**src/sv/hbsd_pkg.sv**
```systemverilog
// hbsd_pkg: shared types, constants and helpers for the dual h-bridge stick driver
// used by hbsd_cfg, hbsd_bridge and dual_hbridge_stick_driver_top; no dependencies
package hbsd_pkg;

  // field widths
  localparam int DUTY_W  = 10;
  localparam int STICK_W = 11;
  localparam int TIME_W  = 32;
  localparam int STBY_W  = 16;
  localparam int ADDR_W  = 4;
  localparam int DATA_W  = 32;
  localparam int CALC_W  = 15;

  // stick calibration points
  localparam int STICK_MIN = 172;
  localparam int STICK_MID = 992;
  localparam int STICK_MAX = 1811;
  localparam logic [STICK_W-1:0] STICK_MID_V = STICK_W'(STICK_MID);
  localparam logic [STICK_W-1:0] STICK_MIN_V = STICK_W'(STICK_MIN);

  // duty limits and register reset values
  localparam int DUTY_LIMIT = 1000;
  localparam logic signed [CALC_W-1:0] DUTY_LIMIT_S = CALC_W'(DUTY_LIMIT);
  localparam logic [DUTY_W-1:0] SLEEP_DUTY_RST = DUTY_W'(0);
  localparam logic [DUTY_W-1:0] FULL_DUTY_RST  = DUTY_W'(1000);
  localparam logic [STBY_W-1:0] STANDBY_RST    = STBY_W'(5000);

  // register indexes (byte address bits [3:2])
  localparam logic [1:0] REG_SLEEP_DUTY = 2'd0;
  localparam logic [1:0] REG_FULL_DUTY  = 2'd1;
  localparam logic [1:0] REG_STANDBY_MS = 2'd2;

  // operation codes
  localparam logic OP_UPDATE   = 1'b0;
  localparam logic OP_FAILSAFE = 1'b1;

  // rounded division by 2*span via reciprocal multiply, exact for numerators below 2^22
  localparam int RECIP_SHIFT = 33;
  localparam int RECIP_W     = 23;
  localparam int K_W         = 34;
  localparam int BIAS_W      = 33;
  localparam int PROD_W      = 46;
  localparam int Q_W         = PROD_W - RECIP_SHIFT;
  localparam longint SPAN_UP = STICK_MAX - STICK_MID;
  localparam longint SPAN_DN = STICK_MID - STICK_MIN;
  localparam longint RECIP_UP_L = ((64'sd1 <<< RECIP_SHIFT) + 2 * SPAN_UP - 1) / (2 * SPAN_UP);
  localparam longint RECIP_DN_L = ((64'sd1 <<< RECIP_SHIFT) + 2 * SPAN_DN - 1) / (2 * SPAN_DN);
  localparam logic [RECIP_W-1:0] RECIP_UP = RECIP_W'(RECIP_UP_L);
  localparam logic [RECIP_W-1:0] RECIP_DN = RECIP_W'(RECIP_DN_L);
  localparam logic [BIAS_W-1:0]  BIAS_UP  = BIAS_W'(SPAN_UP * RECIP_UP_L);
  localparam logic [BIAS_W-1:0]  BIAS_DN  = BIAS_W'(SPAN_DN * RECIP_DN_L);

  // configuration as seen by the datapath
  typedef struct packed {
    logic [DUTY_W-1:0] sleep_duty;
    logic [DUTY_W-1:0] full_duty;
    logic [STBY_W-1:0] standby_ms;
    logic [K_W-1:0]    k_up;
    logic [K_W-1:0]    k_dn;
  } hbsd_cfg_t;

  function automatic logic [DUTY_W-1:0] clamp_duty(input logic signed [CALC_W-1:0] v);
    logic [DUTY_W-1:0] r;
    if (v < 0) begin
      r = '0;
    end else if (v > DUTY_LIMIT_S) begin
      r = DUTY_W'(DUTY_LIMIT);
    end else begin
      r = v[DUTY_W-1:0];
    end
    return r;
  endfunction

endpackage

```
**src/sv/hbsd_cfg.sv**
```systemverilog
// hbsd_cfg: apb register file plus derived map slope constants
// depends on hbsd_pkg
module hbsd_cfg (
  input  logic                          clk,
  input  logic                          rst_n,
  input  logic                          psel,
  input  logic                          penable,
  input  logic                          pwrite,
  input  logic [hbsd_pkg::ADDR_W-1:0]   paddr,
  input  logic [hbsd_pkg::DATA_W-1:0]   pwdata,
  output logic [hbsd_pkg::DATA_W-1:0]   prdata,
  output hbsd_pkg::hbsd_cfg_t           cfg
);
  import hbsd_pkg::*;

  logic [DUTY_W-1:0] sleep_r, sleep_nxt;
  logic [DUTY_W-1:0] full_r, full_nxt;
  logic [STBY_W-1:0] stby_r, stby_nxt;
  logic [K_W-1:0]    k_up_r, k_dn_r;
  logic [DUTY_W-1:0] diff;
  logic [K_W-2:0]    kh_up, kh_dn;
  logic              wr;
  logic [1:0]        idx;

  assign wr  = psel & penable & pwrite;
  assign idx = paddr[3:2];

  // register next values, reset values win
  always_comb begin
    sleep_nxt = sleep_r;
    full_nxt  = full_r;
    stby_nxt  = stby_r;
    if (wr) begin
      case (idx)
        REG_SLEEP_DUTY: sleep_nxt = pwdata[DUTY_W-1:0];
        REG_FULL_DUTY:  full_nxt  = pwdata[DUTY_W-1:0];
        REG_STANDBY_MS: stby_nxt  = pwdata[STBY_W-1:0];
        default: ;
      endcase
    end
    if (!rst_n) begin
      sleep_nxt = SLEEP_DUTY_RST;
      full_nxt  = FULL_DUTY_RST;
      stby_nxt  = STANDBY_RST;
    end
  end

  // slope constants follow the duty registers: 2*|full-sleep|*reciprocal
  assign diff  = (full_nxt >= sleep_nxt) ? (full_nxt - sleep_nxt) : (sleep_nxt - full_nxt);
  assign kh_up = (K_W-1)'(diff) * (K_W-1)'(RECIP_UP);
  assign kh_dn = (K_W-1)'(diff) * (K_W-1)'(RECIP_DN);

  always_ff @(posedge clk) begin
    sleep_r <= sleep_nxt;
    full_r  <= full_nxt;
    stby_r  <= stby_nxt;
    k_up_r  <= {kh_up, 1'b0};
    k_dn_r  <= {kh_dn, 1'b0};
  end

  // read back
  always_comb begin
    case (idx)
      REG_SLEEP_DUTY: prdata = DATA_W'(sleep_r);
      REG_FULL_DUTY:  prdata = DATA_W'(full_r);
      REG_STANDBY_MS: prdata = DATA_W'(stby_r);
      default:        prdata = '0;
    endcase
  end

  assign cfg.sleep_duty = sleep_r;
  assign cfg.full_duty  = full_r;
  assign cfg.standby_ms = stby_r;
  assign cfg.k_up       = k_up_r;
  assign cfg.k_dn       = k_dn_r;

endmodule

```
**src/sv/hbsd_bridge.sv**
```systemverilog
// hbsd_bridge: both leg duties of one h-bridge from one stick value
// depends on hbsd_pkg; one reciprocal multiplier for the rounded linear map
module hbsd_bridge (
  input  logic [hbsd_pkg::STICK_W-1:0] stick,
  input  logic                         stdby,
  input  hbsd_pkg::hbsd_cfg_t          cfg,
  output logic [hbsd_pkg::DUTY_W-1:0]  leg1,
  output logic [hbsd_pkg::DUTY_W-1:0]  leg2,
  output logic                         moved
);
  import hbsd_pkg::*;

  logic                           up, dn;
  logic [STICK_W-1:0]             d_up;
  logic signed [STICK_W:0]        d_dn;
  logic [STICK_W-1:0]             d_abs;
  logic [K_W-1:0]                 k;
  logic [BIAS_W-1:0]              bias;
  logic                           neg;
  logic [DUTY_W-1:0]              y0;
  logic [PROD_W-1:0]              sum;
  logic [Q_W-1:0]                 q;
  logic signed [CALC_W-1:0]       y0_s, q_s, y;
  logic [DUTY_W-1:0]              map_val, full_c, sleep_c, centre;

  // stick position
  assign up    = stick > STICK_MID_V;
  assign dn    = stick < STICK_MID_V;
  assign moved = up | dn;

  // distance from the line's start point
  assign d_up  = stick - STICK_MID_V;
  assign d_dn  = $signed({1'b0, stick}) - $signed({1'b0, STICK_MIN_V});
  assign d_abs = up ? d_up : (d_dn < 0 ? STICK_W'(-d_dn) : STICK_W'(d_dn));

  // line parameters: above centre runs full to sleep, below runs sleep to full
  assign k    = up ? cfg.k_up : cfg.k_dn;
  assign bias = up ? BIAS_UP : BIAS_DN;
  assign y0   = up ? cfg.full_duty : cfg.sleep_duty;
  assign neg  = up ? (cfg.sleep_duty < cfg.full_duty)
                   : ((d_dn < 0) ^ (cfg.full_duty < cfg.sleep_duty));

  // rounded quotient of |num| by span, halves away from zero
  assign sum = PROD_W'(d_abs) * PROD_W'(k) + PROD_W'(bias);
  assign q   = sum[PROD_W-1:RECIP_SHIFT];

  assign y0_s = $signed(CALC_W'(y0));
  assign q_s  = $signed(CALC_W'(q));
  assign y    = neg ? (y0_s - q_s) : (y0_s + q_s);

  assign map_val = clamp_duty(y);
  assign full_c  = clamp_duty($signed(CALC_W'(cfg.full_duty)));
  assign sleep_c = clamp_duty($signed(CALC_W'(cfg.sleep_duty)));
  assign centre  = stdby ? sleep_c : full_c;

  // leg selection
  always_comb begin
    if (up) begin
      leg1 = full_c;
      leg2 = map_val;
    end else if (dn) begin
      leg1 = map_val;
      leg2 = full_c;
    end else begin
      leg1 = centre;
      leg2 = centre;
    end
  end

endmodule

```
**src/sv/dual_hbridge_stick_driver_top.sv**
```systemverilog
// dual_hbridge_stick_driver_top: input register, arming and standby state,
// two bridge units and the result register; depends on hbsd_pkg, hbsd_cfg, hbsd_bridge
// path: an accepted beat waits in the input register, then its result is written to the result register
// throughput: one beat per cycle while out_ready holds, set by the single pass from input to result register
// reset (rst_n low, synchronous): pipeline empty, disarmed, last movement time zero,
// registers back to sleep 0, full 1000, standby 5000
module dual_hbridge_stick_driver_top (
  input  logic                         clk,
  input  logic                         rst_n,
  input  logic                         in_valid,
  output logic                         in_ready,
  input  logic                         in_operation,
  input  logic [hbsd_pkg::TIME_W-1:0]  in_now_ms,
  input  logic [hbsd_pkg::STICK_W-1:0] in_stick_a,
  input  logic [hbsd_pkg::STICK_W-1:0] in_stick_b,
  output logic                         out_valid,
  input  logic                         out_ready,
  output logic [hbsd_pkg::DUTY_W-1:0]  out_duty_a1,
  output logic [hbsd_pkg::DUTY_W-1:0]  out_duty_a2,
  output logic [hbsd_pkg::DUTY_W-1:0]  out_duty_b1,
  output logic [hbsd_pkg::DUTY_W-1:0]  out_duty_b2,
  output logic                         out_is_armed,
  input  logic                         psel,
  input  logic                         penable,
  input  logic                         pwrite,
  input  logic [hbsd_pkg::ADDR_W-1:0]  paddr,
  input  logic [hbsd_pkg::DATA_W-1:0]  pwdata,
  output logic [hbsd_pkg::DATA_W-1:0]  prdata,
  output logic                         pready
);
  import hbsd_pkg::*;

  hbsd_cfg_t          cfg;
  logic               in_v_r;
  logic               op_r;
  logic [TIME_W-1:0]  now_r;
  logic [STICK_W-1:0] sa_r, sb_r;
  logic               armed_r, armed_nxt;
  logic [TIME_W-1:0]  last_move_r, last_move_nxt;
  logic               out_v_r;
  logic [DUTY_W-1:0]  a1_r, a2_r, b1_r, b2_r;
  logic               advance;
  logic               failsafe;
  logic               stdby;
  logic [STICK_W-1:0] sa_eff, sb_eff;
  logic [DUTY_W-1:0]  a1, a2, b1, b2, sleep_c;
  logic               moved_a, moved_b;
  logic [TIME_W-1:0]  elapsed;

  assign pready = 1'b1;

  hbsd_cfg u_cfg (
    .clk     (clk),
    .rst_n   (rst_n),
    .psel    (psel),
    .penable (penable),
    .pwrite  (pwrite),
    .paddr   (paddr),
    .pwdata  (pwdata),
    .prdata  (prdata),
    .cfg     (cfg)
  );

  // handshake: input stage moves on when the result register is free or drains
  assign advance  = in_v_r & (~out_v_r | out_ready);
  assign in_ready = ~in_v_r | advance;

  // input register
  always_ff @(posedge clk) begin
    if (!rst_n) begin
      in_v_r <= 1'b0;
    end else if (in_ready) begin
      in_v_r <= in_valid;
    end
    if (in_valid && in_ready) begin
      op_r  <= in_operation;
      now_r <= in_now_ms;
      sa_r  <= in_stick_a;
      sb_r  <= in_stick_b;
    end
  end

  // arming: centred sticks arm, failsafe disarms; disarmed sticks read as centred
  assign failsafe  = (op_r == OP_FAILSAFE);
  assign armed_nxt = failsafe ? 1'b0
                   : (armed_r | ((sa_r == STICK_MID_V) & (sb_r == STICK_MID_V)));
  assign sa_eff    = armed_nxt ? sa_r : STICK_MID_V;
  assign sb_eff    = armed_nxt ? sb_r : STICK_MID_V;

  // standby test against the movement time before this beat
  assign elapsed = now_r - last_move_r;
  assign stdby   = elapsed >= TIME_W'(cfg.standby_ms);

  hbsd_bridge u_bridge_a (
    .stick (sa_eff),
    .stdby (stdby),
    .cfg   (cfg),
    .leg1  (a1),
    .leg2  (a2),
    .moved (moved_a)
  );

  hbsd_bridge u_bridge_b (
    .stick (sb_eff),
    .stdby (stdby),
    .cfg   (cfg),
    .leg1  (b1),
    .leg2  (b2),
    .moved (moved_b)
  );

  assign sleep_c = clamp_duty($signed(CALC_W'(cfg.sleep_duty)));

  // movement time
  always_comb begin
    if (failsafe) begin
      last_move_nxt = '0;
    end else if (moved_a | moved_b) begin
      last_move_nxt = now_r;
    end else begin
      last_move_nxt = last_move_r;
    end
  end

  // state and result register
  always_ff @(posedge clk) begin
    if (!rst_n) begin
      armed_r     <= 1'b0;
      last_move_r <= '0;
      out_v_r     <= 1'b0;
    end else begin
      if (advance) begin
        armed_r     <= armed_nxt;
        last_move_r <= last_move_nxt;
        out_v_r     <= 1'b1;
      end else if (out_ready) begin
        out_v_r     <= 1'b0;
      end
    end
    if (advance) begin
      a1_r <= failsafe ? sleep_c : a1;
      a2_r <= failsafe ? sleep_c : a2;
      b1_r <= failsafe ? sleep_c : b1;
      b2_r <= failsafe ? sleep_c : b2;
    end
  end

  assign out_valid    = out_v_r;
  assign out_duty_a1  = a1_r;
  assign out_duty_a2  = a2_r;
  assign out_duty_b1  = b1_r;
  assign out_duty_b2  = b2_r;
  assign out_is_armed = armed_r;

  // failsafe leaves the block disarmed with the movement time cleared
  a_failsafe_clears: assert property (@(posedge clk) disable iff (!rst_n)
    (advance && op_r == OP_FAILSAFE) |=> (!armed_r && last_move_r == '0))
    else $error("failsafe did not clear arming state");

  // an empty result register never holds off the input side
  a_ready_when_empty: assert property (@(posedge clk) disable iff (!rst_n)
    (!out_v_r) |-> in_ready)
    else $error("input stalled with empty result register");

  // every duty shown stays within the duty limit
  a_duty_limit: assert property (@(posedge clk) disable iff (!rst_n)
    out_v_r |-> (a1_r <= DUTY_W'(DUTY_LIMIT) && a2_r <= DUTY_W'(DUTY_LIMIT) &&
                 b1_r <= DUTY_W'(DUTY_LIMIT) && b2_r <= DUTY_W'(DUTY_LIMIT)))
    else $error("duty above limit");

  // a stalled result keeps the arming state it was produced with
  a_armed_hold: assert property (@(posedge clk) disable iff (!rst_n)
    (out_v_r && !out_ready) |=> $stable(armed_r))
    else $error("arming state changed under a stalled result");

endmodule
```
**config.mk**
```make
export PLATFORM = sky130hd
export DESIGN_NAME = dual_hbridge_stick_driver_top
export DESIGN_NICKNAME = d
export VERILOG_FILES = /design/src/sv/hbsd_pkg.sv /design/src/sv/hbsd_cfg.sv /design/src/sv/hbsd_bridge.sv /design/src/sv/dual_hbridge_stick_driver_top.sv
export SDC_FILE = /design/constraint.sdc
export NUM_CORES = 2
export LEC_CHECK = 0
export ABC_AREA = 1
export BUFFER_PORTS_ARGS = -buffer_cell sky130_fd_sc_hd__clkbuf_2
export CAP_MARGIN = 20
export CORE_MARGIN = 2
export CORE_UTILIZATION = 60
export CTS_CLUSTER_SIZE = 12
export DETAILED_ROUTE_END_ITERATION = 10
export PLACE_DENSITY = 0.78
export SLEW_MARGIN = 20
export SYNTH_ARGS = -nofsm -noshare
export SYNTH_HDL_FRONTEND = slang
export SYNTH_HIERARCHICAL = 1
export SYNTH_SLANG_ARGS = --single-unit
```
**constraint.sdc**
```tcl
create_clock -name clk -period 10.7 [get_ports clk]
set_input_delay 0 -clock clk [delete_from_list [all_inputs] [get_ports clk]]
set_output_delay 0 -clock clk [all_outputs]
set_load 0.01 [all_outputs]
```
==> results.toml <==
[detailed_routing]
vias = 45377
via_per_inst = 5.560
drt-initial-drc-count = 4790
wl_um = 155400
wire_per_inst_um = 19.04
drc = 0
firstDrtPassIters = 7
drtAntennaViolNets = 0

[clock_network]
insertion_delay_ps = 590
cts_tree = "yes"
cts_buffer_depth = 3
cts_buffers = 27
clk_pin_slew_ps = 60
h-tree-depth = 1
cts.sinks = 230
cts_root_buf = "clkbuf_16"

[global_route]
grt_overflow_total = 0
grt_pass1_vias = 44407
antenna_found_initial = 2
grt_max_degree = 74
grt.total_usage_pct = 36.94
grt_pass1_wl_um = 235900

[final_layout]
drive_gt1_share_pct = 14.72
fillCellCount = 6273
final_util_pct = 71.14
diodes = 0
final_cells = 8161
nets = 8305
area_growth_pct = 17.43

[logic_synthesis]
ys_top_cells_by_count = "nand2_1 (1462), inv_1 (1385), nor2_1 (823), fa_1 (636), ha_1 (471)"
synth_flop_cell = "dfxtp_1"
syn_avg_cell_area_um2 = 7.203
async_flop_share_pct = 0
yosysMostFrequentCell = "nand2_1"
ys_types = 68
yosysSeqAreaShare_pct = 11.84
synth_cells = 6515
yosysTopAreaCell = "fa_1"
synth_edf_count = 95
yosysWarningCount = 6
yosys-top-cells-area = "fa_1 (27%), ha_1 (13%), nand2_1 (12%), inv_1 (11%), nor2_1 (6.6%)"
yosysTopAreaCellShare_pct = 27.13
syn_area_um2 = 46930
ys_ff_latch = 230

[critical_path]
crit_top_cell = "nand2_1"
worstSetupPathType = "reg2reg"
cp-start-kind = "flop"
r2r_start = "sa_r[4]"
worst_path_max_delay_cell = "fa_1"
cp_max_fo = 10
critical_path.top_delay_family = "adder cells"
r2r-end = "out_duty_a2[4]"
arrival_ps = 10800
slowest_delay_ps = 600
setup.worst_path.end_class = "flop"
ff2ff_path_depth = 60
r2r_slack_ps = 330
cp_data_required_time_ps = 11120
cp.buffers_inverters = 17

[min_path]
hp-class = "in2reg"
hold_start = "in_now_ms[8]"
min_path_cells = 2
hold_end = "now_r[8]"

[flow_run]
maxCapViolations = 0

[die]
core_area_um2 = 77470
die_area_um2 = 80470
io_pins = 174
start_util_pct = 60.58
die_w_um = 283.7
die_y_um = 283.7
rows = 102

[timing]
tightest_slew_ps = 1129
finalSetupViolCount = 0
layout_min_cycle_time_ps = 10370
relSlewSlack_pct = 24.48
hold_viol_final = 0
drv_slew = 0
grt_setup_unrepaired = "true"
fmax_mhz = 96.40
finalCritPeriodShare_pct = 96.95
fin_worst_skew_ps = 14.17

[run_status]
status = "finished, final reports clean"

[place]
gp_congestion = 0.9748
port_buffers = 138
place_inst = 7944
dpl.hpwl_um = 122500
## worst reg2reg max path: cells and delay by family, from the launching register on
family	cells	cell delay [ps]
fa+ha+maj	8	3300
compound gates	8	1280
xor+xnor	2	400
flops	1	370
simple gates	25	2680
buf+inv	17	2170
## metal layers
layer | wire length, um | GRT usage, % | vias to the layer above | part of all wire (%)
met3 | 17730 | 7.894 | 413 | 11
met1 | 61780 | 50.56 | 21436 | 40
li1 | - | - | 21060 | -
met5 | 32 | 0 | - | 0.021
met4 | 7123 | 14.21 | 4 | 4.6
met2 | 68690 | 57.48 | 2464 | 44
## cell families after synthesis
group / after synthesis / share of synthesized area, %
and+or+nand+nor: 2784 / 24.72
DFF: 230 / 11.84
other: 2 / 0.01600
buffers and inverters: 1580 / 13.00
adders and majority gates: 1107 / 39.69
xor gates and xnor gates: 128 / 2.421
AOI/OAI and AO/OA: 684 / 8.324
## worst max-delay path by stage
stage	slack [ps]	from	cells past startpoint	endpoint
after floorplan	900	sa_r[6]	56	out_duty_a1[3]
after global placement	60	sa_r[10]	56	out_duty_b1[0]
after detailed placement	-40	sa_r[4]	56	out_duty_b2[1]
after CTS	20	sb_r[2]	53	out_duty_b2[2]
after global routing	-250	sb_r[3]	62	out_duty_b2[9]
final	330	sa_r[4]	60	out_duty_a2[4]
## area by class of cell
class / instances / area, um^2 / area share [%]
Timing Repair inverter: 1 / 5.005 / 0.009082
Timing Repair Buffer: 693 / 5718 / 10.38
Multi-Input combinational cell: 4728 / 36250 / 65.79
Sequential cell: 230 / 5555 / 10.08
Clock inverter: 10 / 130.1 / 0.2361
Inverter: 1419 / 5376 / 9.756
Clock buffer: 40 / 768.2 / 1.394
Tap cell: 1040 / 1301 / 2.361
## through the flow
step	instance area [um^2]	worst slack (ps)	hold slack (ps)	setup TNS (ps)
after floorplan	46990	903.8	98.87	0
after global placement	51460	64.81	177.0	0
after detailed placement	51460	-43.65	178.6	-85.71
after CTS	53240	15.85	98.29	0
after global routing	55110	-245.1	129.0	-5749
final	55110	326.8	119.1	0
## state kept, by name, summed over array words and instances, names as in the netlist, 11 cells and up
signal	cells
last_move_r	32
now_r	32
sa_r	11
sb_r	11
u_cfg/k_dn_r	33
u_cfg/k_up_r	31
u_cfg/stby_r	16
## cells in the final DEF (no fill, tap or decap), types with 20 or more instances in the layout
| master | synthesis | layout |
|---|---|---|
| nand2_4 | 12 | 21 |
| edfxtp_1 | 95 | 95 |
| fa_1 | 636 | 631 |
| nor2_2 | 12 | 59 |
| xor2_1 | 107 | 104 |
| a21oi_1 | 266 | 241 |
| buf_4 | 24 | 414 |
| clkbuf_2 | 0 | 138 |
| dfxtp_1 | 135 | 135 |
| a21oi_2 | 6 | 30 |
| inv_2 | 26 | 49 |
| nand3_2 | 22 | 32 |
| ha_1 | 471 | 461 |
| o21ai_0 | 225 | 189 |
| clkbuf_16 | 0 | 40 |
| dlygate4sd3_1 | 0 | 88 |
| nor3_1 | 51 | 47 |
| nand3_1 | 243 | 232 |
| buf_12 | 0 | 27 |
| inv_1 | 1385 | 1349 |
| nand2_2 | 41 | 58 |
| nand4_1 | 43 | 43 |
| o21bai_1 | 21 | 21 |
| o21ai_1 | 30 | 42 |
| o21ai_2 | 8 | 29 |
| or2_2 | 25 | 24 |
| nor2_1 | 823 | 767 |
| a211oi_1 | 35 | 34 |
| nor2_4 | 9 | 20 |
| nand2_1 | 1462 | 1438 |
## repair_timing
item / CTS / global route
endpoints found under the hold margin: 94 / 0
gates resized for setup: 2 / 295
endpoints found under the setup margin: 5 / 40
hold buffers: 88 / 0
pin swaps: 0 / 70
gates cloned: 0 / 21
buffers inserted: 0 / 57
Power is not shown: default switching activity piles up to over one toggle a cycle in this logic, so the estimate is an artifact.
